[src/sv/serial_frame_receiver_crc8_macros.svh]
// assertion macros for the serial frame receiver
// no dependencies; taken in by the modules that carry assertions
`ifndef SERIAL_FRAME_RECEIVER_CRC8_MACROS_SVH
`define SERIAL_FRAME_RECEIVER_CRC8_MACROS_SVH

// antecedent implies consequent in the same cycle
`define SFR_ASSERT_IMPL(name, clk, rst, ante, cons) \
   name: assert property (@(posedge clk) disable iff (rst) (ante) |-> (cons)) \
      else $error("sfr: same-cycle check failed");

// antecedent implies consequent in the next cycle
`define SFR_ASSERT_NEXT(name, clk, rst, ante, cons) \
   name: assert property (@(posedge clk) disable iff (rst) (ante) |=> (cons)) \
      else $error("sfr: next-cycle check failed");

`endif

[src/sv/sfr_pkg.sv]
// types, constants and the crc-8 update for the serial frame receiver
// no dependencies
package sfr_pkg;

   localparam int unsigned BYTE_W     = 8;
   localparam int unsigned ID_W       = 6;
   localparam int unsigned TYPE_W     = 2;
   localparam int unsigned NUM_LEN    = 4;
   localparam int unsigned CSR_IDX_W  = 3;

   localparam logic [BYTE_W-1:0] START_BYTE = 8'hFF;
   localparam logic [BYTE_W-1:0] CRC_POLY   = 8'h1D;
   localparam logic [BYTE_W-1:0] CRC_INIT   = 8'h00;
   localparam logic [ID_W-1:0]   ID_MIN     = 6'd1;
   localparam logic [ID_W-1:0]   ID_MAX     = 6'd4;

   // register indexes on the csr port
   localparam logic [CSR_IDX_W-1:0] REG_LEN_ID1 = 3'd0;
   localparam logic [CSR_IDX_W-1:0] REG_LEN_ID2 = 3'd1;
   localparam logic [CSR_IDX_W-1:0] REG_LEN_ID3 = 3'd2;
   localparam logic [CSR_IDX_W-1:0] REG_LEN_ID4 = 3'd3;

   localparam logic [BYTE_W-1:0] LEN_ID1_RST = 8'd96;
   localparam logic [BYTE_W-1:0] LEN_ID2_RST = 8'd1;
   localparam logic [BYTE_W-1:0] LEN_ID3_RST = 8'd3;
   localparam logic [BYTE_W-1:0] LEN_ID4_RST = 8'd10;

   typedef logic [NUM_LEN-1:0][BYTE_W-1:0] len_tbl_type;

   typedef enum logic [4:0] {
      PH_HUNT = 5'b00001,
      PH_ID   = 5'b00010,
      PH_LEN  = 5'b00100,
      PH_BODY = 5'b01000,
      PH_CRC  = 5'b10000
   } phase_type;

   typedef struct packed {
      logic [BYTE_W-1:0] body_byte;
      logic [BYTE_W-1:0] body_index;
      logic [ID_W-1:0]   msg_id;
      logic [TYPE_W-1:0] msg_type;
      logic              frame_end;
      logic              crc_good;
   } rsp_type;

   // msb-first crc-8, one byte
   function automatic logic [BYTE_W-1:0] crc8_update(input logic [BYTE_W-1:0] crc,
                                                      input logic [BYTE_W-1:0] b);
      logic [BYTE_W-1:0] c;
      c = crc ^ b;
      for (int k = 0; k < BYTE_W; k++) begin
         if (c[BYTE_W-1]) begin
            c = {c[BYTE_W-2:0], 1'b0} ^ CRC_POLY;
         end else begin
            c = {c[BYTE_W-2:0], 1'b0};
         end
      end
      return c;
   endfunction

endpackage

[src/sv/serial_frame_receiver_crc8.sv]
// serial frame receiver: start byte, id/type, length, body, crc-8 check
// request channel carries one received byte on req_rx_byte with req_valid/req_ready.
// each body byte comes out on the rsp_ channel with its index, id and type;
// the crc byte ends the frame with rsp_frame_end set and rsp_crc_good giving
// the check result (crc-8 poly 0x1d, init 0, over start, id, length and body).
// start, id and length bytes, and bytes seen while hunting, give no response.
// csr_ port: four expected-length registers (ids 1 to 4), written with
// csr_wr_en; indexes beyond them are ignored. write only while idle.
// an accepted request is held in the input byte register and its response is
// then loaded into the result register (two register stages: input byte, result).
// throughput: one request per cycle unless a stalled result holds the input; the
// parser state update for one byte is combinational logic, crc included.
// reset clears the parser to hunting, empties both stages and loads the
// length registers with 96, 1, 3 and 10.
// when rsp_ready is low the result waits in its register; the input stage
// still moves bytes that give no response, and req_ready drops only when a
// byte that would respond is held behind a pending result.
// depends on sfr_pkg, sfr_cfg_regs, sfr_parser, sfr_rsp_reg
module serial_frame_receiver_crc8 (
   input  logic                               clock,
   input  logic                               reset,
   input  logic                               req_valid,
   output logic                               req_ready,
   input  logic [sfr_pkg::BYTE_W-1:0]         req_rx_byte,
   output logic                               rsp_valid,
   input  logic                               rsp_ready,
   output logic [sfr_pkg::BYTE_W-1:0]         rsp_body_byte,
   output logic [sfr_pkg::BYTE_W-1:0]         rsp_body_index,
   output logic [sfr_pkg::ID_W-1:0]           rsp_msg_id,
   output logic [sfr_pkg::TYPE_W-1:0]         rsp_msg_type,
   output logic                               rsp_frame_end,
   output logic                               rsp_crc_good,
   input  logic                               csr_wr_en,
   input  logic [sfr_pkg::CSR_IDX_W-1:0]      csr_index,
   input  logic [sfr_pkg::BYTE_W-1:0]         csr_wdata
);

   logic                         in_vld_ff, in_vld_in;
   logic [sfr_pkg::BYTE_W-1:0]   in_byte_ff;
   logic                         advance;
   logic                         emit;
   logic                         req_take;
   sfr_pkg::len_tbl_type         len_tbl;
   sfr_pkg::rsp_type             parse_rsp;
   sfr_pkg::rsp_type             rsp_data;

   // held byte moves on unless it responds into a stalled result register
   assign advance   = in_vld_ff && (!emit || !rsp_valid || rsp_ready);
   assign req_ready = !in_vld_ff || advance;
   assign req_take  = req_valid && req_ready;

   always_comb begin
      if (req_take) begin
         in_vld_in = 1'b1;
      end else if (advance) begin
         in_vld_in = 1'b0;
      end else begin
         in_vld_in = in_vld_ff;
      end
   end

   always_ff @(posedge clock) begin
      if (reset) begin
         in_vld_ff <= 1'b0;
      end else begin
         in_vld_ff <= in_vld_in;
      end
   end

   always_ff @(posedge clock) begin
      if (req_take) begin
         in_byte_ff <= req_rx_byte;
      end
   end

   sfr_cfg_regs u_cfg (
      .clock     (clock),
      .reset     (reset),
      .csr_wr_en (csr_wr_en),
      .csr_index (csr_index),
      .csr_wdata (csr_wdata),
      .len_tbl   (len_tbl)
   );

   sfr_parser u_parser (
      .clock   (clock),
      .reset   (reset),
      .advance (advance),
      .rx_byte (in_byte_ff),
      .len_tbl (len_tbl),
      .emit    (emit),
      .rsp     (parse_rsp)
   );

   sfr_rsp_reg u_rsp (
      .clock     (clock),
      .reset     (reset),
      .load      (advance && emit),
      .load_data (parse_rsp),
      .rsp_ready (rsp_ready),
      .rsp_valid (rsp_valid),
      .rsp_data  (rsp_data)
   );

   assign rsp_body_byte  = rsp_data.body_byte;
   assign rsp_body_index = rsp_data.body_index;
   assign rsp_msg_id     = rsp_data.msg_id;
   assign rsp_msg_type   = rsp_data.msg_type;
   assign rsp_frame_end  = rsp_data.frame_end;
   assign rsp_crc_good   = rsp_data.crc_good;

endmodule

[src/sv/sfr_cfg_regs.sv]
// expected body length registers, one per message id
// depends on sfr_pkg
module sfr_cfg_regs (
   input  logic                              clock,
   input  logic                              reset,
   input  logic                              csr_wr_en,
   input  logic [sfr_pkg::CSR_IDX_W-1:0]     csr_index,
   input  logic [sfr_pkg::BYTE_W-1:0]        csr_wdata,
   output sfr_pkg::len_tbl_type              len_tbl
);

   sfr_pkg::len_tbl_type len_ff;
   sfr_pkg::len_tbl_type len_in;

   always_comb begin
      len_in = len_ff;
      if (csr_wr_en) begin
         case (csr_index)
            sfr_pkg::REG_LEN_ID1: len_in[0] = csr_wdata;
            sfr_pkg::REG_LEN_ID2: len_in[1] = csr_wdata;
            sfr_pkg::REG_LEN_ID3: len_in[2] = csr_wdata;
            sfr_pkg::REG_LEN_ID4: len_in[3] = csr_wdata;
            default: len_in = len_ff;
         endcase
      end
   end

   always_ff @(posedge clock) begin
      if (reset) begin
         len_ff[0] <= sfr_pkg::LEN_ID1_RST;
         len_ff[1] <= sfr_pkg::LEN_ID2_RST;
         len_ff[2] <= sfr_pkg::LEN_ID3_RST;
         len_ff[3] <= sfr_pkg::LEN_ID4_RST;
      end else begin
         len_ff <= len_in;
      end
   end

   assign len_tbl = len_ff;

endmodule

[src/sv/sfr_parser.sv]
// frame parser state machine with running crc-8
// depends on sfr_pkg and serial_frame_receiver_crc8_macros.svh
`include "serial_frame_receiver_crc8_macros.svh"

module sfr_parser (
   input  logic                         clock,
   input  logic                         reset,
   input  logic                         advance,
   input  logic [sfr_pkg::BYTE_W-1:0]   rx_byte,
   input  sfr_pkg::len_tbl_type         len_tbl,
   output logic                         emit,
   output sfr_pkg::rsp_type             rsp
);

   sfr_pkg::phase_type             phase_ff, phase_in;
   logic [sfr_pkg::ID_W-1:0]       frame_id_ff, frame_id_in;
   logic [sfr_pkg::TYPE_W-1:0]     frame_type_ff, frame_type_in;
   logic [sfr_pkg::BYTE_W-1:0]     frame_len_ff, frame_len_in;
   logic [sfr_pkg::BYTE_W-1:0]     body_count_ff, body_count_in;
   logic [sfr_pkg::BYTE_W-1:0]     crc_ff, crc_in;
   logic [sfr_pkg::BYTE_W-1:0]     expected_len;
   logic [sfr_pkg::ID_W-1:0]       rx_id;
   logic                           id_ok;
   logic [sfr_pkg::BYTE_W-1:0]     crc_next;

   assign rx_id    = rx_byte[sfr_pkg::ID_W-1:0];
   assign id_ok    = (rx_id >= sfr_pkg::ID_MIN) && (rx_id <= sfr_pkg::ID_MAX);
   assign crc_next = sfr_pkg::crc8_update(crc_ff, rx_byte);

   always_comb begin
      case (frame_id_ff)
         6'd1:    expected_len = len_tbl[0];
         6'd2:    expected_len = len_tbl[1];
         6'd3:    expected_len = len_tbl[2];
         default: expected_len = len_tbl[3];
      endcase
   end

   assign emit = (phase_ff == sfr_pkg::PH_BODY) || (phase_ff == sfr_pkg::PH_CRC);

   always_comb begin
      phase_in       = phase_ff;
      frame_id_in    = frame_id_ff;
      frame_type_in  = frame_type_ff;
      frame_len_in   = frame_len_ff;
      body_count_in  = body_count_ff;
      crc_in         = crc_ff;
      rsp.body_byte  = rx_byte;
      rsp.body_index = body_count_ff;
      rsp.msg_id     = frame_id_ff;
      rsp.msg_type   = frame_type_ff;
      rsp.frame_end  = 1'b0;
      rsp.crc_good   = 1'b0;
      case (phase_ff)
         sfr_pkg::PH_ID: begin
            if (id_ok) begin
               frame_id_in   = rx_id;
               frame_type_in = rx_byte[sfr_pkg::BYTE_W-1 -: sfr_pkg::TYPE_W];
               crc_in        = crc_next;
               phase_in      = sfr_pkg::PH_LEN;
            end else begin
               phase_in = sfr_pkg::PH_HUNT;
            end
         end
         sfr_pkg::PH_LEN: begin
            if (rx_byte == expected_len) begin
               frame_len_in  = rx_byte;
               body_count_in = '0;
               crc_in        = crc_next;
               phase_in      = (rx_byte == '0) ? sfr_pkg::PH_CRC : sfr_pkg::PH_BODY;
            end else begin
               phase_in = sfr_pkg::PH_HUNT;
            end
         end
         sfr_pkg::PH_BODY: begin
            crc_in        = crc_next;
            body_count_in = sfr_pkg::BYTE_W'(body_count_ff + 8'd1);
            if (body_count_in == frame_len_ff) begin
               phase_in = sfr_pkg::PH_CRC;
            end
         end
         sfr_pkg::PH_CRC: begin
            rsp.body_index = frame_len_ff;
            rsp.frame_end  = 1'b1;
            rsp.crc_good   = (rx_byte == crc_ff);
            phase_in       = sfr_pkg::PH_HUNT;
         end
         default: begin
            phase_in = sfr_pkg::PH_HUNT;
            if (rx_byte == sfr_pkg::START_BYTE) begin
               crc_in   = sfr_pkg::crc8_update(sfr_pkg::CRC_INIT, rx_byte);
               phase_in = sfr_pkg::PH_ID;
            end
         end
      endcase
   end

   always_ff @(posedge clock) begin
      if (reset) begin
         phase_ff      <= sfr_pkg::PH_HUNT;
         frame_id_ff   <= '0;
         frame_type_ff <= '0;
         frame_len_ff  <= '0;
         body_count_ff <= '0;
         crc_ff        <= '0;
      end else if (advance) begin
         phase_ff      <= phase_in;
         frame_id_ff   <= frame_id_in;
         frame_type_ff <= frame_type_in;
         frame_len_ff  <= frame_len_in;
         body_count_ff <= body_count_in;
         crc_ff        <= crc_in;
      end
   end

   // crc byte always closes the frame
   `SFR_ASSERT_NEXT(a_crc_closes, clock, reset, advance && (phase_ff == sfr_pkg::PH_CRC), phase_ff == sfr_pkg::PH_HUNT)
   // body index never reaches the frame length
   `SFR_ASSERT_IMPL(a_body_in_range, clock, reset, phase_ff == sfr_pkg::PH_BODY, body_count_ff < frame_len_ff)
   // length mismatch drops the frame
   `SFR_ASSERT_NEXT(a_len_reject, clock, reset, advance && (phase_ff == sfr_pkg::PH_LEN) && (rx_byte != expected_len), phase_ff == sfr_pkg::PH_HUNT)
   // bad id drops the frame
   `SFR_ASSERT_NEXT(a_id_reject, clock, reset, advance && (phase_ff == sfr_pkg::PH_ID) && !id_ok, phase_ff == sfr_pkg::PH_HUNT)

endmodule

[src/sv/sfr_rsp_reg.sv]
// result register for the response channel
// depends on sfr_pkg
module sfr_rsp_reg (
   input  logic              clock,
   input  logic              reset,
   input  logic              load,
   input  sfr_pkg::rsp_type  load_data,
   input  logic              rsp_ready,
   output logic              rsp_valid,
   output sfr_pkg::rsp_type  rsp_data
);

   logic             vld_ff, vld_in;
   sfr_pkg::rsp_type data_ff;

   always_comb begin
      if (load) begin
         vld_in = 1'b1;
      end else if (rsp_ready) begin
         vld_in = 1'b0;
      end else begin
         vld_in = vld_ff;
      end
   end

   always_ff @(posedge clock) begin
      if (reset) begin
         vld_ff <= 1'b0;
      end else begin
         vld_ff <= vld_in;
      end
   end

   always_ff @(posedge clock) begin
      if (load) begin
         data_ff <= load_data;
      end
   end

   assign rsp_valid = vld_ff;
   assign rsp_data  = data_ff;

endmodule
[config.mk]
export PLATFORM = sky130hd
export DESIGN_NAME = serial_frame_receiver_crc8
export DESIGN_NICKNAME = d
export VERILOG_FILES = /design/src/sv/sfr_pkg.sv /design/src/sv/serial_frame_receiver_crc8.sv /design/src/sv/sfr_cfg_regs.sv /design/src/sv/sfr_parser.sv /design/src/sv/sfr_rsp_reg.sv
export VERILOG_INCLUDE_DIRS = /design/src /design/src/sv
export SDC_FILE = /design/constraint.sdc
export NUM_CORES = 1
export LEC_CHECK = 0
export BUFFER_PORTS_ARGS = -buffer_cell sky130_fd_sc_hd__buf_2
export CAP_MARGIN = 20
export CORE_ASPECT_RATIO = 1.5
export CORE_MARGIN = 2
export CORE_UTILIZATION = 30
export DETAILED_ROUTE_END_ITERATION = 8
export GPL_TIMING_DRIVEN = 0
export HOLD_SLACK_MARGIN = 0.06
export PLACE_DENSITY = 0.57
export SYNTH_ARGS = -nofsm -noshare
export SYNTH_HDL_FRONTEND = slang
export SYNTH_HIERARCHICAL = 1
export SYNTH_SLANG_ARGS = --single-unit
[constraint.sdc]
create_clock -name clock -period 4.3 [get_ports clock]
set_clock_uncertainty 0.05 [all_clocks]
set_input_delay 0.215 -clock clock [delete_from_list [all_inputs] [get_ports clock]]
set_output_delay 0.215 -clock clock [all_outputs]
set_load 0.01 [all_outputs]
# [Word level (Yosys, flattened, before mapping)]
# Cells that the tools add are included.
[word_totals] latchBits=0 ramBits=0 regBits=105 mem_count=0 elab_cells=133 output_inout_bits=28 in_bits=24 romBits=0
[op_classes] n_shift=0 n_reduce_logical=27 bitwise_logic=18 addsub=1 n_mul=0 muxes=49 div=0 magnitude_cmp=2 n_eq_ne=17
[ops] op="2-to-1 mux 8 bit" n=19
[ops] op="2-to-1 mux 5 bit" n=19
[ops] op="inverter 4 bit" n=16
[ops] op="case mux 8 bit (4 select lines)" n=1
[ops] op="equality test 8 bit" n=3
[ops] op="case mux 8 bit (3 select lines)" n=1
[ops] op="case mux 5 bit (4 select lines)" n=1
[ops] op="case mux 8 bit (2 select lines)" n=1
[ops] op="equality test 6 x 2 -> 1 bit (second input constant)" n=2
[ops] op="AND reduction 2 bit" n=5
[ops] op="AND reduction 3 bit" n=3
[ops] op="adder 8 x 1 -> 8 bit (second input constant)" n=1
[ops] op="equality test 8 bit (second input constant)" n=1
[ops] op="zero test 8 bit" n=1
[ops] op="XOR 8 bit" n=1
[ops] op="equality test 3 x 2 -> 1 bit (second input constant)" n=2
[ops] op="equality test 6 x 1 -> 1 bit (second input constant)" n=1
[ops] op=">= comparator 6 x 1 -> 1 bit (second input constant)" n=1
[ops] op="less-or-equal comparator 6 x 3 -> 1 bit (second input constant)" n=1
[ops] op="nonzero test 2 bit" n=3
[ops] op="equality test 5 x 2 -> 1 bit (second input constant)" n=1
[ops] op="equality test 5 x 3 -> 1 bit (second input constant)" n=1
[ops] op="equality test 5 x 4 -> 1 bit (second input constant)" n=1
[ops] op="equality test 5 bit (second input constant)" n=1
[ops] op="other kinds (14)" n=27

# [Logic depth before layout (Yosys ltp)]
# Gate-level depths: netlist of run 1.
[logic_depth] depth_word=32 mapped_depth=11

# [By module]
# The synthesis of run 1 kept the hierarchy.
[modules_own_cells] module="sfr_parser" area_per_inst_um2=3030.4 seq_area_each_um2=740.7 n_inst=1 cells_each=367
[modules_own_cells] module="sfr_cfg_regs" area_per_inst_um2=1330.0 seq_area_each_um2=640.6 n_inst=1 cells_each=124
[modules_own_cells] module="sfr_rsp_reg" area_per_inst_um2=819.5 seq_area_each_um2=800.8 n_inst=1 cells_each=30
[modules_own_cells] module="serial_frame_receiver_crc8" area_per_inst_um2=320.3 seq_area_each_um2=260.2 n_inst=1 cells_each=17

# [Least setup slack after synthesis of run 1]
# Ideal clock, no wire load.
[synth_path] kind="flip-flop to flip-flop" start="register u_parser.phase_ff[3]" end="register u_parser/frame_len_ff[1] (netlist name)" t_required_ns=4.125 slack_ns=1.374 path_stages_with_launch=10 setup_ns=0.125 arrival_ns=2.752 path_cell_list="dfxtp_1 nor3_1 nand3_1 clkbuf_1 nand2_1 a21boi_0 clkinv_1 nor4_4 mux2i_1 nor2_1"
[synth_between] elab_chain_len=7 elab_cells_between_ends=9 classes_between="eq/ne (3); reduce/logical (6)"
[synth_lines] item="start: declaration" line_no="sfr_parser.sv:15" rtl="sfr_pkg::phase_type phase_ff, phase_in;"
[synth_lines] item="start signal: assignment" line_no="sfr_parser.sv:100" rtl="phase_ff <= sfr_pkg::PH_HUNT;"
[synth_lines] item="start signal: assignment" line_no="sfr_parser.sv:107" rtl="phase_ff <= phase_in;"
[synth_lines] item="equality test 5 x 4 -> 1 bit or equality test 5 bit (tied branches)" line_no="sfr_parser.sv:39" rtl="assign emit = (phase_ff == sfr_pkg::PH_BODY) || (phase_ff == sfr_pkg::PH_CRC);"
[synth_lines] item="logical OR 1 bit *" line_no="sfr_parser.sv:39"
[synth_lines] item="via emit" line_no="serial_frame_receiver_crc8.sv:41" rtl="logic emit;"
[synth_lines] item="zero test 1 bit *" line_no="serial_frame_receiver_crc8.sv:48" rtl="assign advance = in_vld_ff && (!emit || !rsp_valid || rsp_ready);"
[synth_lines] item="logical OR 1 bit * (2 in series)" line_no="serial_frame_receiver_crc8.sv:48"
[synth_lines] item="logical AND 1 bit *" line_no="serial_frame_receiver_crc8.sv:48"
[synth_lines] item="via advance" line_no="serial_frame_receiver_crc8.sv:40" rtl="logic advance;"
[synth_lines] item="AND reduction 3 bit (no line) *"
[synth_lines] item="end signal: assignment" line_no="sfr_parser.sv:110" rtl="frame_len_ff <= frame_len_in;"
[synth_lines] item="end: declaration" line_no="sfr_parser.sv:18" rtl="logic [sfr_pkg::BYTE_W-1:0] frame_len_ff, frame_len_in;"
# Mark *: on every way through the listed nets, which the timed path passes. The rest lies on a longest branch.
# A chain may end at the register's enable or synchronous reset.

# [Worst setup path in the final report of run 1]
[layout_path] start="register u_parser.phase_ff[3]" end="register u_parser/frame_len_ff[7] (netlist name)"
# The elaborated chain is that of the path after synthesis.

==> run_results.csv, run 1 <==
group,metric,value,unit
yosys,synthAdderAreaFrac,0.227,%
routing,drt-total-wl,13.8,mm
clocking,cts_tree,"built",
layout,final_layout_size_suffix_gt1_share,18.2,%
yosys,synthMuxAreaShare,13.3,%
hold_path,holdPathStages,3,
yosys,synth_ff_type,"dfxtp_1",
yosys,ys_seq_area_share,44.4,%
floorplan,dieArea,0.0195,mm²
yosys,synthSimpleGateAreaFrac,18.1,%
grt,grt_pass1_vias,4306,
layout,n_fill_cell,1792,
timing,rsz0062_at_grt,"false",
place,dpl.hpwl,10.3,mm
timing,fmax,262,MHz
critical_path,rr_worst_depth,9,
critical_path,critPathArrivalTime,3.99,ns
place,place_area,0.00606,mm²
routing,route.detailed.drc,0,
clocking,numClockSinks,105,
flow_run,cap_violations,0,
clocking,cts_setup_buffers,0,
floorplan,die_h,170,µm
yosys,synthCells,538,
grt,grt_pass1_wl,22.1,mm
place,gp_congestion,0.886,
yosys,ys_types,60,
place,port_buffers,51,
routing,drt_iter0_markers,222,
critical_path,cp_max_fo,10,
clocking,cts-root-buf,"clkbuf_16",
clocking,cts_buffers,9,
routing,drtAntennaViolNets,0,
timing,fin_tns_setup,0,ns
clocking,clk_pin_slew,0.07,ns
yosys,synth_compound_area_share,9.30,%
yosys,synth_top_family_by_area,"simple AND/OR/NAND/NOR gates",
clocking,h-tree-depth,3,
yosys,synthArstFlopShare,0,%
grt,antenna_found_initial,1,
pwr,peakVddDrop,0.197,mV
pwr,powerDensity,329,mW/mm²
grt,overflow,0,
timing,hold_viol,0,
clocking,clk_path_buf_depth,2,
critical_path,endpoint_kind,"register",
yosys,ys_ff_latch,105,
layout,layout.nets,634,
critical_path,worstPathRequired,4.47,ns
floorplan,die_w,115,µm
critical_path,cp-start-kind,"register",
floorplan,ios,52,
yosys,avgSynthCellArea,10.2,µm²
routing,drt-pass1-iter-count,4,
routing,post_drt_wl_per_cell,16.6,µm
clocking,clk_latency,0.35,ns
layout,insertedDiodeCount,0,
run_status,status,"finished, final reports clean",
floorplan,rows,60,
timing,fin_crit,3.82,ns
critical_path,crit_type,"register to register",
routing,viasPerCell,4.98,
timing,setup_viol,0,
floorplan,core_area,0.0179,mm²
yosys,syn_nets,563,
timing,max_slew_margin,45.9,%
yosys,syn-cell-area,0.00550,mm²
timing,slew_viol_final,0,
routing,vias,4138,
timing,min_period_over_period,88.8,%
yosys,synth_xor_area_share,9.17,%
yosys,synth-edff-count,34,
layout,area_delta_synth_final,16.9,%
grt,grt_max_degree,20,
grt,grt_usage,14.4,%
floorplan,initial_core_util,30.7,%
timing,worstMarginPinSlew,0.811,ns
yosys,yosys_warnings,6,
hold_path,min_path_type,"input port to register",
pwr,p_leak,2.54,nW
layout,final_area,0.00643,mm²
[cell usage after synthesis, types with 2 or more instances]
master,instances,area (µm²)
a211oi_1,6,45.0
a21oi_1,25,125
a311oi_1,8,70.1
a31oi_1,2,12.5
and2_1,11,68.8
and3_1,5,31.3
buf_2,6,30.0
buf_4,14,105
buf_6,5,56.3
clkbuf_1,12,45.0
dfxtp_1,71,1420
dlygate4sd1_1,2,17.5
edfxtp_1,34,1020
inv_1,11,41.3
mux2_2,8,90.1
mux2i_1,64,641
nand2_1,20,75.1
nand2b_1,36,225
nand3_1,10,50.1
nand3b_1,2,15.0
nand4_1,6,37.5
nand4_2,2,25.0
nand4bb_1,2,22.5
nor2_1,52,195
nor2b_1,6,37.5
nor3_1,7,35.0
nor4_4,2,42.5
o21a_1,3,22.5
o21ai_0,7,35.0
o21ai_1,6,30.0
o21bai_1,3,22.5
o22ai_1,4,25.0
o2bb2ai_1,2,17.5
o41ai_1,4,35.0
or2_2,2,12.5
xnor2_1,38,333
xor2_1,17,149
[cells in the final DEF (no fill, tap or decap), types with 7 or more instances in the layout]
master and n:
nand2b_1 36, dlygate4sd3_1 8, inv_1 11, dfxtp_1 71, nand2_1 20, and2_1 11, clkbuf_16 9, mux2_2 8
buf_2 57, nand3_1 10, mux2i_1 64, xnor2_1 38, a21oi_1 25, o21ai_0 7, nor2_1 51, buf_4 14
xor2_1 17, a311oi_1 8, nor3_1 7, clkbuf_1 13, edfxtp_1 34
[flip-flops by register name, summed over array words and instances (netlist names), 2 cells and up]
signal,count
in_byte_ff,8
u_parser/frame_id_ff,6
u_parser/body_count_ff,8
u_parser/frame_type_ff,2
u_parser/frame_len_ff,8
u_parser/crc_ff,8
u_rsp/rsp_data,26
u_cfg/len_tbl,32
u_parser/phase_ff,5
[cell type report]
| type | instances | area (µm²) | share of cell area, % |
|---|---|---|---|
| Multi-Input combinational cell | 381 | 2760 | 42.9 |
| Sequential cell | 105 | 2440 | 38.0 |
| Timing Repair Buffer | 60 | 363 | 5.64 |
| Tap cell | 217 | 272 | 4.22 |
| Buffer | 39 | 254 | 3.95 |
| Clock buffer | 10 | 229 | 3.56 |
| Clock inverter | 6 | 63.8 | 0.992 |
| Inverter | 13 | 48.8 | 0.759 |
[what timing repair did]
| action | CTS | global route |
|---|---|---|
| hold endpoints to repair | 8 | 0 |
| hold buffers | 8 | 0 |
| setup endpoints to repair | 0 | 20 |
| gates resized for setup | 0 | 1 |
[report_power, final]
part | internal [W] | leakage [nW] | total [W] | switching, W
Sequential | 0.00104 | 0.909 | 0.00105 | 0.0000105
Clock | 0.000454 | 0.143 | 0.000821 | 0.000368
Combinational | 0.000110 | 1.49 | 0.000248 | 0.000138
[metrics by stage]
stage | util (%) | cells | worst slack [ns] | hold WS, ns | power [W]
2_1_floorplan | - | 538 | 1.37 | 0.227 | 0.00124
6_report | 35.8 | 831 | 0.482 | 0.0750 | 0.00211
5_1_grt | 35.8 | 831 | 0.167 | 0.0890 | 0.00219
4_1_cts | 35.8 | 831 | 0.138 | 0.0661 | 0.00213
3_5_place_dp | 33.8 | 807 | 0.182 | 0.343 | 0.00131
3_3_place_gp | 33.6 | 806 | 0.168 | 0.343 | 0.00130
[kinds of logic (layout without fill, tap and decap cells)]
family	count (synthesis)	in the layout
AND/OR/NAND/NOR	174	174
buffers and inverters	52	128
AO/OA/AOI/OAI	78	78
flip-flops	105	105
multiplexers	72	72
adder cells (fa/ha/maj)	1	1
XOR/XNOR	56	56
[worst max-delay path, cell delays in order (launching register included)]
cell and delay, ns:
dfxtp_1 0.40, nor3_1 0.09, nand3_1 0.21, clkbuf_1 0.47
nand2_1 0.24, a21boi_1 0.57, clkinv_1 0.50, nor4_4 0.82
mux2i_1 0.27, nor2_1 0.05
[final timing paths]
kind	endpoint	slack, ns	start
hold / removal	in_vld_ff	0.08	req_valid
hold reg to reg	u_rsp/rsp_data[2]	0.40	u_parser/frame_type_ff[0]
setup reg to reg	u_parser/frame_len_ff[7]	0.48	u_parser/phase_ff[3]
setup / recovery	u_parser/frame_len_ff[7]	0.48	u_parser/phase_ff[3]
[per-layer routing]
metal  track usage, %  vias to the layer above  part of all wire [%]
met5                0                        -                  0.10
met4             6.31                        2                   1.9
met3             1.64                       22                   3.6
met2             26.8                       94                    53
met1             16.3                     1993                    41
li1                 -                     2027                     -
No activity file was read; power rests on OpenSTA's default activity.
==> inputs of run 2 (changes only) <==
--- a/config.mk
+++ b/config.mk
@@ -17,5 +17,4 @@
 export PLACE_DENSITY = 0.57
 export SYNTH_ARGS = -nofsm -noshare
 export SYNTH_HDL_FRONTEND = slang
-export SYNTH_HIERARCHICAL = 1
 export SYNTH_SLANG_ARGS = --single-unit
==> run_results.csv, run 2 <==
group,metric,value,unit
yosys,synthArstFlopShare,0,%
yosys,synth-edff-count,34,
layout,insertedDiodeCount,0,
critical_path,cp-start-kind,"register",
place,dpl.cell_count,839,
layout,layout.nets,667,
pwr,p_leak,2.24,nW
timing,min_period_over_period,71.3,%
hold_path,holdPathStages,3,
pwr,powerDensity,329,mW/mm²
timing,rsz0062_at_grt,"false",
timing,hold_ws,0.0691,ns
yosys,ys_top_cells_by_count,"nand2_1, dfxtp_1, xnor2_1",
yosys,synth_ff_type,"dfxtp_1",
pwr,netSwitchingPower,0.000513,W
grt,grt_pass1_wl,22.2,mm
hold_path,holdCritStartpoint,"csr_wdata[1]",
timing,fin_crit,3.06,ns
floorplan,die_h,168,µm
grt,grt_max_degree,27,
routing,drt-pass1-iter-count,5,
timing,slew_viol_final,0,
critical_path,rr_worst_depth,8,
yosys,ys_seq_area_share,45.4,%
floorplan,rows,60,
floorplan,initial_core_util,30.3,%
critical_path,worstPathCellList,"ha_1 > nand3_1 > or3_1 > a2111o_1 > nor4_1 > or2_2 > mux2_2 > nor2_1",
grt,overflow,0,
routing,drt-total-wl,14.0,mm
pwr,p_seq_share,50.1,%
yosys,yosys_warnings,0,
flow_run,cap_violations,0,
timing,setup_viol,0,
floorplan,core_area,0.0178,mm²
layout,fin_util,35.5,%
yosys,synth.top_cell.area_share,26.4,%
critical_path,critPathArrivalTime,3.31,ns
yosys,yosysTopAreaCell,"dfxtp_1",
timing,max_slew_margin,39.2,%
layout,final_layout_size_suffix_gt1_share,16.5,%
clocking,cts_resized,0,
place,dpl.hpwl,10.3,mm
routing,viasPerCell,4.93,
hold_path,min_path_type,"input port to register",
pwr,internal-power,0.00157,W
pwr,pwr-share-clk,40.6,%
floorplan,dieArea,0.0191,mm²
timing,worstMarginPinSlew,0.910,ns
critical_path,r2r_end,"u_parser.phase_ff[2]",
clocking,h-tree-depth,3,
critical_path,rrSetupSlack,1.24,ns
yosys,ys_types,57,
hold_path,min_to,"u_cfg.len_tbl[17]",
yosys,syn_nets,596,
layout,mostFrequentLayoutCells,"nand2_1, dfxtp_1, buf_2",
clocking,cts_setup_buffers,0,
place,gp_congestion,0.882,
clocking,numClockSinks,105,
layout,area_delta_synth_final,17.4,%
pwr,combinationalPowerShare,9.3,%
routing,drt_iter0_markers,135,
yosys,synth_most_common_cell,"nand2_1",
critical_path,cpPeakStageDelay,0.50,ns
yosys,ys_ff_latch,105,
clocking,cts_buffers,9,
clocking,clk_pin_slew,0.08,ns
yosys,avgSynthCellArea,9.43,µm²
layout,largest_reg_flops,32,
pwr,swShare,24.6,%
timing,fin_tns_setup,0,ns
clocking,cts_tree,"built",
routing,post_drt_wl_per_cell,16.2,µm
run_status,status,"finished, final reports clean",
grt,grt_pass1_vias,4214,
clocking,clk_latency,0.36,ns
routing,drtAntennaViolNets,0,
critical_path,cp_slowest_cell,"nor4_1",
critical_path,crit_type,"register to register",
yosys,synthCells,571,
grt,grt_usage,15.1,%
timing,fmax,326,MHz
critical_path,endpoint_kind,"register",
floorplan,die_w,113,µm
floorplan,ios,52,
place,port_buffers,51,
layout,final_common_cell,"nand2_1",
grt,antenna_found_initial,0,
pwr,peakVddDrop,0.243,mV
clocking,clk_path_buf_depth,2,
critical_path,r2r-start,"u_parser.body_count_ff[0]",
critical_path,cp_max_fo,7,
layout,final_cells,864,
yosys,synth_area_leaders,"dfxtp_1, edfxtp_1, xnor2_1",
critical_path,worstPathRequired,4.55,ns
routing,vias,4260,
clocking,cts-root-buf,"clkbuf_16",
timing,hold_viol,0,
yosys,syn-cell-area,0.00539,mm²
routing,route.detailed.drc,0,
pwr,total_power,0.00208,W
## run 2: cell count changes after synthesis, sizes merged, moves of 8 or more
cell | before | now
nand2b | 36 | 8
buf | 25 | 14
mux2i | 64 | 31
nor2 | 52 | 43
xnor2 | 38 | 46
a2bb2oi | 0 | 8
a311oi | 8 | 0
nand2 | 20 | 82
nand3 | 10 | 19
clkbuf | 12 | 23
## run 2: how the worst max path moves through the flow
stage                                          from                   end  slack, ns  cells past startpoint
final                     u_parser.body_count_ff[0]  u_parser.phase_ff[2]       1.24                      8
after global placement         u_parser.phase_ff[4]     u_rsp.rsp_data[9]       0.36                      4
after global routing      u_parser.body_count_ff[0]  u_parser.phase_ff[2]       0.99                      8
after detailed placement  u_parser.body_count_ff[0]  u_parser.phase_ff[2]       1.23                      8
after CTS                 u_parser.body_count_ff[0]  u_parser.phase_ff[2]       1.20                      8
after floorplan                u_parser.phase_ff[1]     u_rsp.rsp_data[0]       1.52                      5
## run 2: power groups by stage
stage / sequential (W) / combinational, W / clock (W)
floorplan: 0.00106 / 0.000131 / 0
global placement: 0.00107 / 0.000187 / 0
detailed placement: 0.00107 / 0.000189 / 0
CTS: 0.00104 / 0.000196 / 0.000865
global route: 0.00104 / 0.000213 / 0.000906
finish: 0.00104 / 0.000194 / 0.000844
## run 2: critical path: cells and delay by family (launching register included)
family	cells	cell delay, ns
and+or+nand+nor	5	1.41
DFF	1	0.46
AOI/OAI and AO/OA	1	0.40
adders and majority gates	1	0.36
muxes	1	0.33
## run 2: layout make-up
cell class              count  area (µm²)
plain buffers              37         189
clock buffers               9         225
clock inverters             7        78.8
fillers                  1809       11500
inverters                  13        48.8
multi-input cells         416        2720
flip-flops and latches    105        2440
well taps                 217         272
repair buffers             60         345
## run 2: layer usage
layer  vias to the layer above  track usage (%)  part of all wire (%)
met5                         -                0                     0
met4                         0             7.58                   3.5
met3                        28             2.23                   2.6
met2                        79             28.4                    54
met1                      2013             16.0                    40
li1                       2140                -                     -
## run 2: what timing repair did
| item | CTS | global route |
|---|---|---|
| endpoints found under the hold margin | 9 | 0 |
| hold buffers | 9 | 0 |
| setup endpoints to repair | 0 | 0 |
## run 2: kinds of logic (layout without fill, tap and decap cells)
group	Yosys count	after routing	synth area share, %
AO/OA/AOI/OAI	89	89	11.2
XOR/XNOR	64	64	10.4
adder cells (fa/ha/maj)	1	1	0.232
buffers and inverters	50	126	4.41
flip-flops	105	105	45.4
multiplexers	46	46	9.32
AND/OR/NAND/NOR	216	216	19.1
## run 2: stage by stage
step / worst slack (ns) / area [µm²]
final: 1.24 / 6320
after global routing: 0.994 / 6320
after CTS: 1.20 / 6320
after detailed placement: 1.23 / 5930
after global placement: 0.361 / 5910
after floorplan: 1.52 / 5390
==> inputs of run 3 (changes only) <==
==> constraint.sdc (replaced) <==
create_clock -name clock -period 3.12 [get_ports clock]
set_clock_uncertainty 0.05 [all_clocks]
set_input_delay 0.156 -clock clock [delete_from_list [all_inputs] [get_ports clock]]
set_output_delay 0.156 -clock clock [all_outputs]
set_load 0.01 [all_outputs]
==> run_results.csv, run 3 (synthesis results as in run 2) <==
group,metric,value,unit
floorplan,ios,52,
pwr,powerDensity,448,mW/mm²
place,dpl.cell_count,839,
grt,grt_usage,15.1,%
timing,fmax,341,MHz
floorplan,die_h,168,µm
clocking,clk_latency,0.36,ns
place,gp_congestion,0.882,
layout,insertedDiodeCount,0,
clocking,numClockSinks,105,
place,port_buffers,51,
floorplan,dieArea,0.0191,mm²
floorplan,initial_core_util,30.3,%
routing,viasPerCell,4.93,
pwr,peakVddDrop,0.335,mV
timing,fin_crit,2.93,ns
pwr,p_leak,2.28,nW
routing,drtAntennaViolNets,0,
clocking,cts_buffers,9,
routing,drt_iter0_markers,162,
critical_path,endpoint_kind,"register",
critical_path,crit_type,"register to register",
layout,n_fill_cell,1793,
critical_path,cp_max_fo,10,
clocking,h-tree-depth,3,
layout,final_common_cell,"nand2_1",
routing,drt-pass1-iter-count,5,
critical_path,worstPathRequired,3.36,ns
timing,hold_viol,0,
layout,layout.nets,673,
layout,largest_reg_flops,32,
grt,grt_pass1_vias,4238,
timing,worstMarginPinSlew,0.891,ns
clocking,cts-root-buf,"clkbuf_16",
timing,fin_tns_setup,0,ns
layout,mostFrequentLayoutCells,"nand2_1, dfxtp_1, buf_2",
layout,area_delta_synth_final,19.1,%
grt,antenna_found_initial,0,
routing,drt-total-wl,14.1,mm
critical_path,critPathArrivalTime,3.17,ns
critical_path,cpPeakStageDelay,0.60,ns
floorplan,rows,60,
layout,final_cells,870,
timing,setup_viol,0,
grt,overflow,0,
run_status,status,"finished, final reports clean",
flow_run,cap_violations,0,
timing,rsz0062_at_grt,"false",
grt,grt_pass1_wl,22.3,mm
place,place_ws,0.0477,ns
clocking,clk_pin_slew,0.08,ns
critical_path,cp_slowest_cell,"or4_4",
pwr,total_power,0.00287,W
place,dpl.hpwl,10.3,mm
layout,final_layout_size_suffix_gt1_share,17.0,%
clocking,cts_setup_buffers,0,
critical_path,worstPathCellList,"clkbuf_1 > inv_1 > o22ai_1 > o41ai_1 > nand4_1 > or4_4 > nor3_4 > buf_6 > mux2i_1",
grt,grt_max_degree,27,
timing,slew_viol_final,0,
hold_path,min_path_type,"input port to register",
routing,vias,4288,
floorplan,core_area,0.0178,mm²
clocking,cts_tree,"built",
floorplan,die_w,113,µm
clocking,clk_path_buf_depth,2,
timing,layout_setup_ws,0.190,ns
critical_path,cp-start-kind,"register",
routing,post_drt_wl_per_cell,16.2,µm
timing,max_slew_margin,40.5,%
routing,route.detailed.drc,0,
timing,min_period_over_period,93.9,%
## run 3: repair_timing
item                                    in CTS  in global routing
resized for setup                            0                  4
hold buffers                                17                  0
endpoints found under the hold margin       39                  0
endpoints found under the setup margin       0                 10
## run 3: where the power goes
group	switching, W	total (W)	internal [W]
combinational	0.000153	0.000266	0.000114
sequential	0.0000201	0.00144	0.00142
clock	0.000532	0.00116	0.000629
## run 3: final timing paths
check	startpoint	endpoint	slack (ns)	depth (start not counted)
worst max-delay path	in_byte_ff[4]	u_parser.frame_len_ff[4]	0.19	9
worst min-delay path	rsp_ready	u_rsp.rsp_valid	0.13	3
worst max register to register	in_byte_ff[4]	u_parser.frame_len_ff[4]	0.19	9
worst min register to register	u_parser.frame_type_ff[0]	u_rsp.rsp_data[2]	0.39	0
## run 3: final cells by class
| cell class | instances | area [µm²] | share of cell area [%] |
|---|---|---|---|
| clock buffer | 9 | 225 | 3.51 |
| multi-input combinational | 416 | 2740 | 42.7 |
| buffer | 35 | 181 | 2.83 |
| tap | 217 | 272 | 4.23 |
| sequential | 105 | 2440 | 38.1 |
| inverter | 13 | 48.8 | 0.761 |
| timing repair buffer | 68 | 425 | 6.64 |
| clock inverter | 7 | 78.8 | 1.23 |
## run 3: stage by stage
step	utilization (%)	hold WS (ns)	area, µm²
after floorplan	-	0.205	5390
after global routing	36.0	0.153	6410
final	36.0	0.127	6410
after CTS	36.0	0.113	6400
after global placement	33.2	0.283	5910
after detailed placement	33.3	0.284	5930
## run 3: critical path, delay by kind of cell (launching register included)
family / cells / cell delay, ns
and+or+nand+nor: 3 / 1.07
buffers and inverters: 3 / 0.74
AOI/OAI and AO/OA: 2 / 0.41
DFF: 1 / 0.40
muxes: 1 / 0.20
## run 3: per-layer routing
layer | up-vias | share of wire [%] | track usage [%]
met3 | 28 | 3.1 | 2.23
met1 | 2024 | 40 | 16.0
met5 | - | 0 | 0
met4 | 0 | 3.5 | 7.58
li1 | 2149 | - | -
met2 | 87 | 54 | 28.6
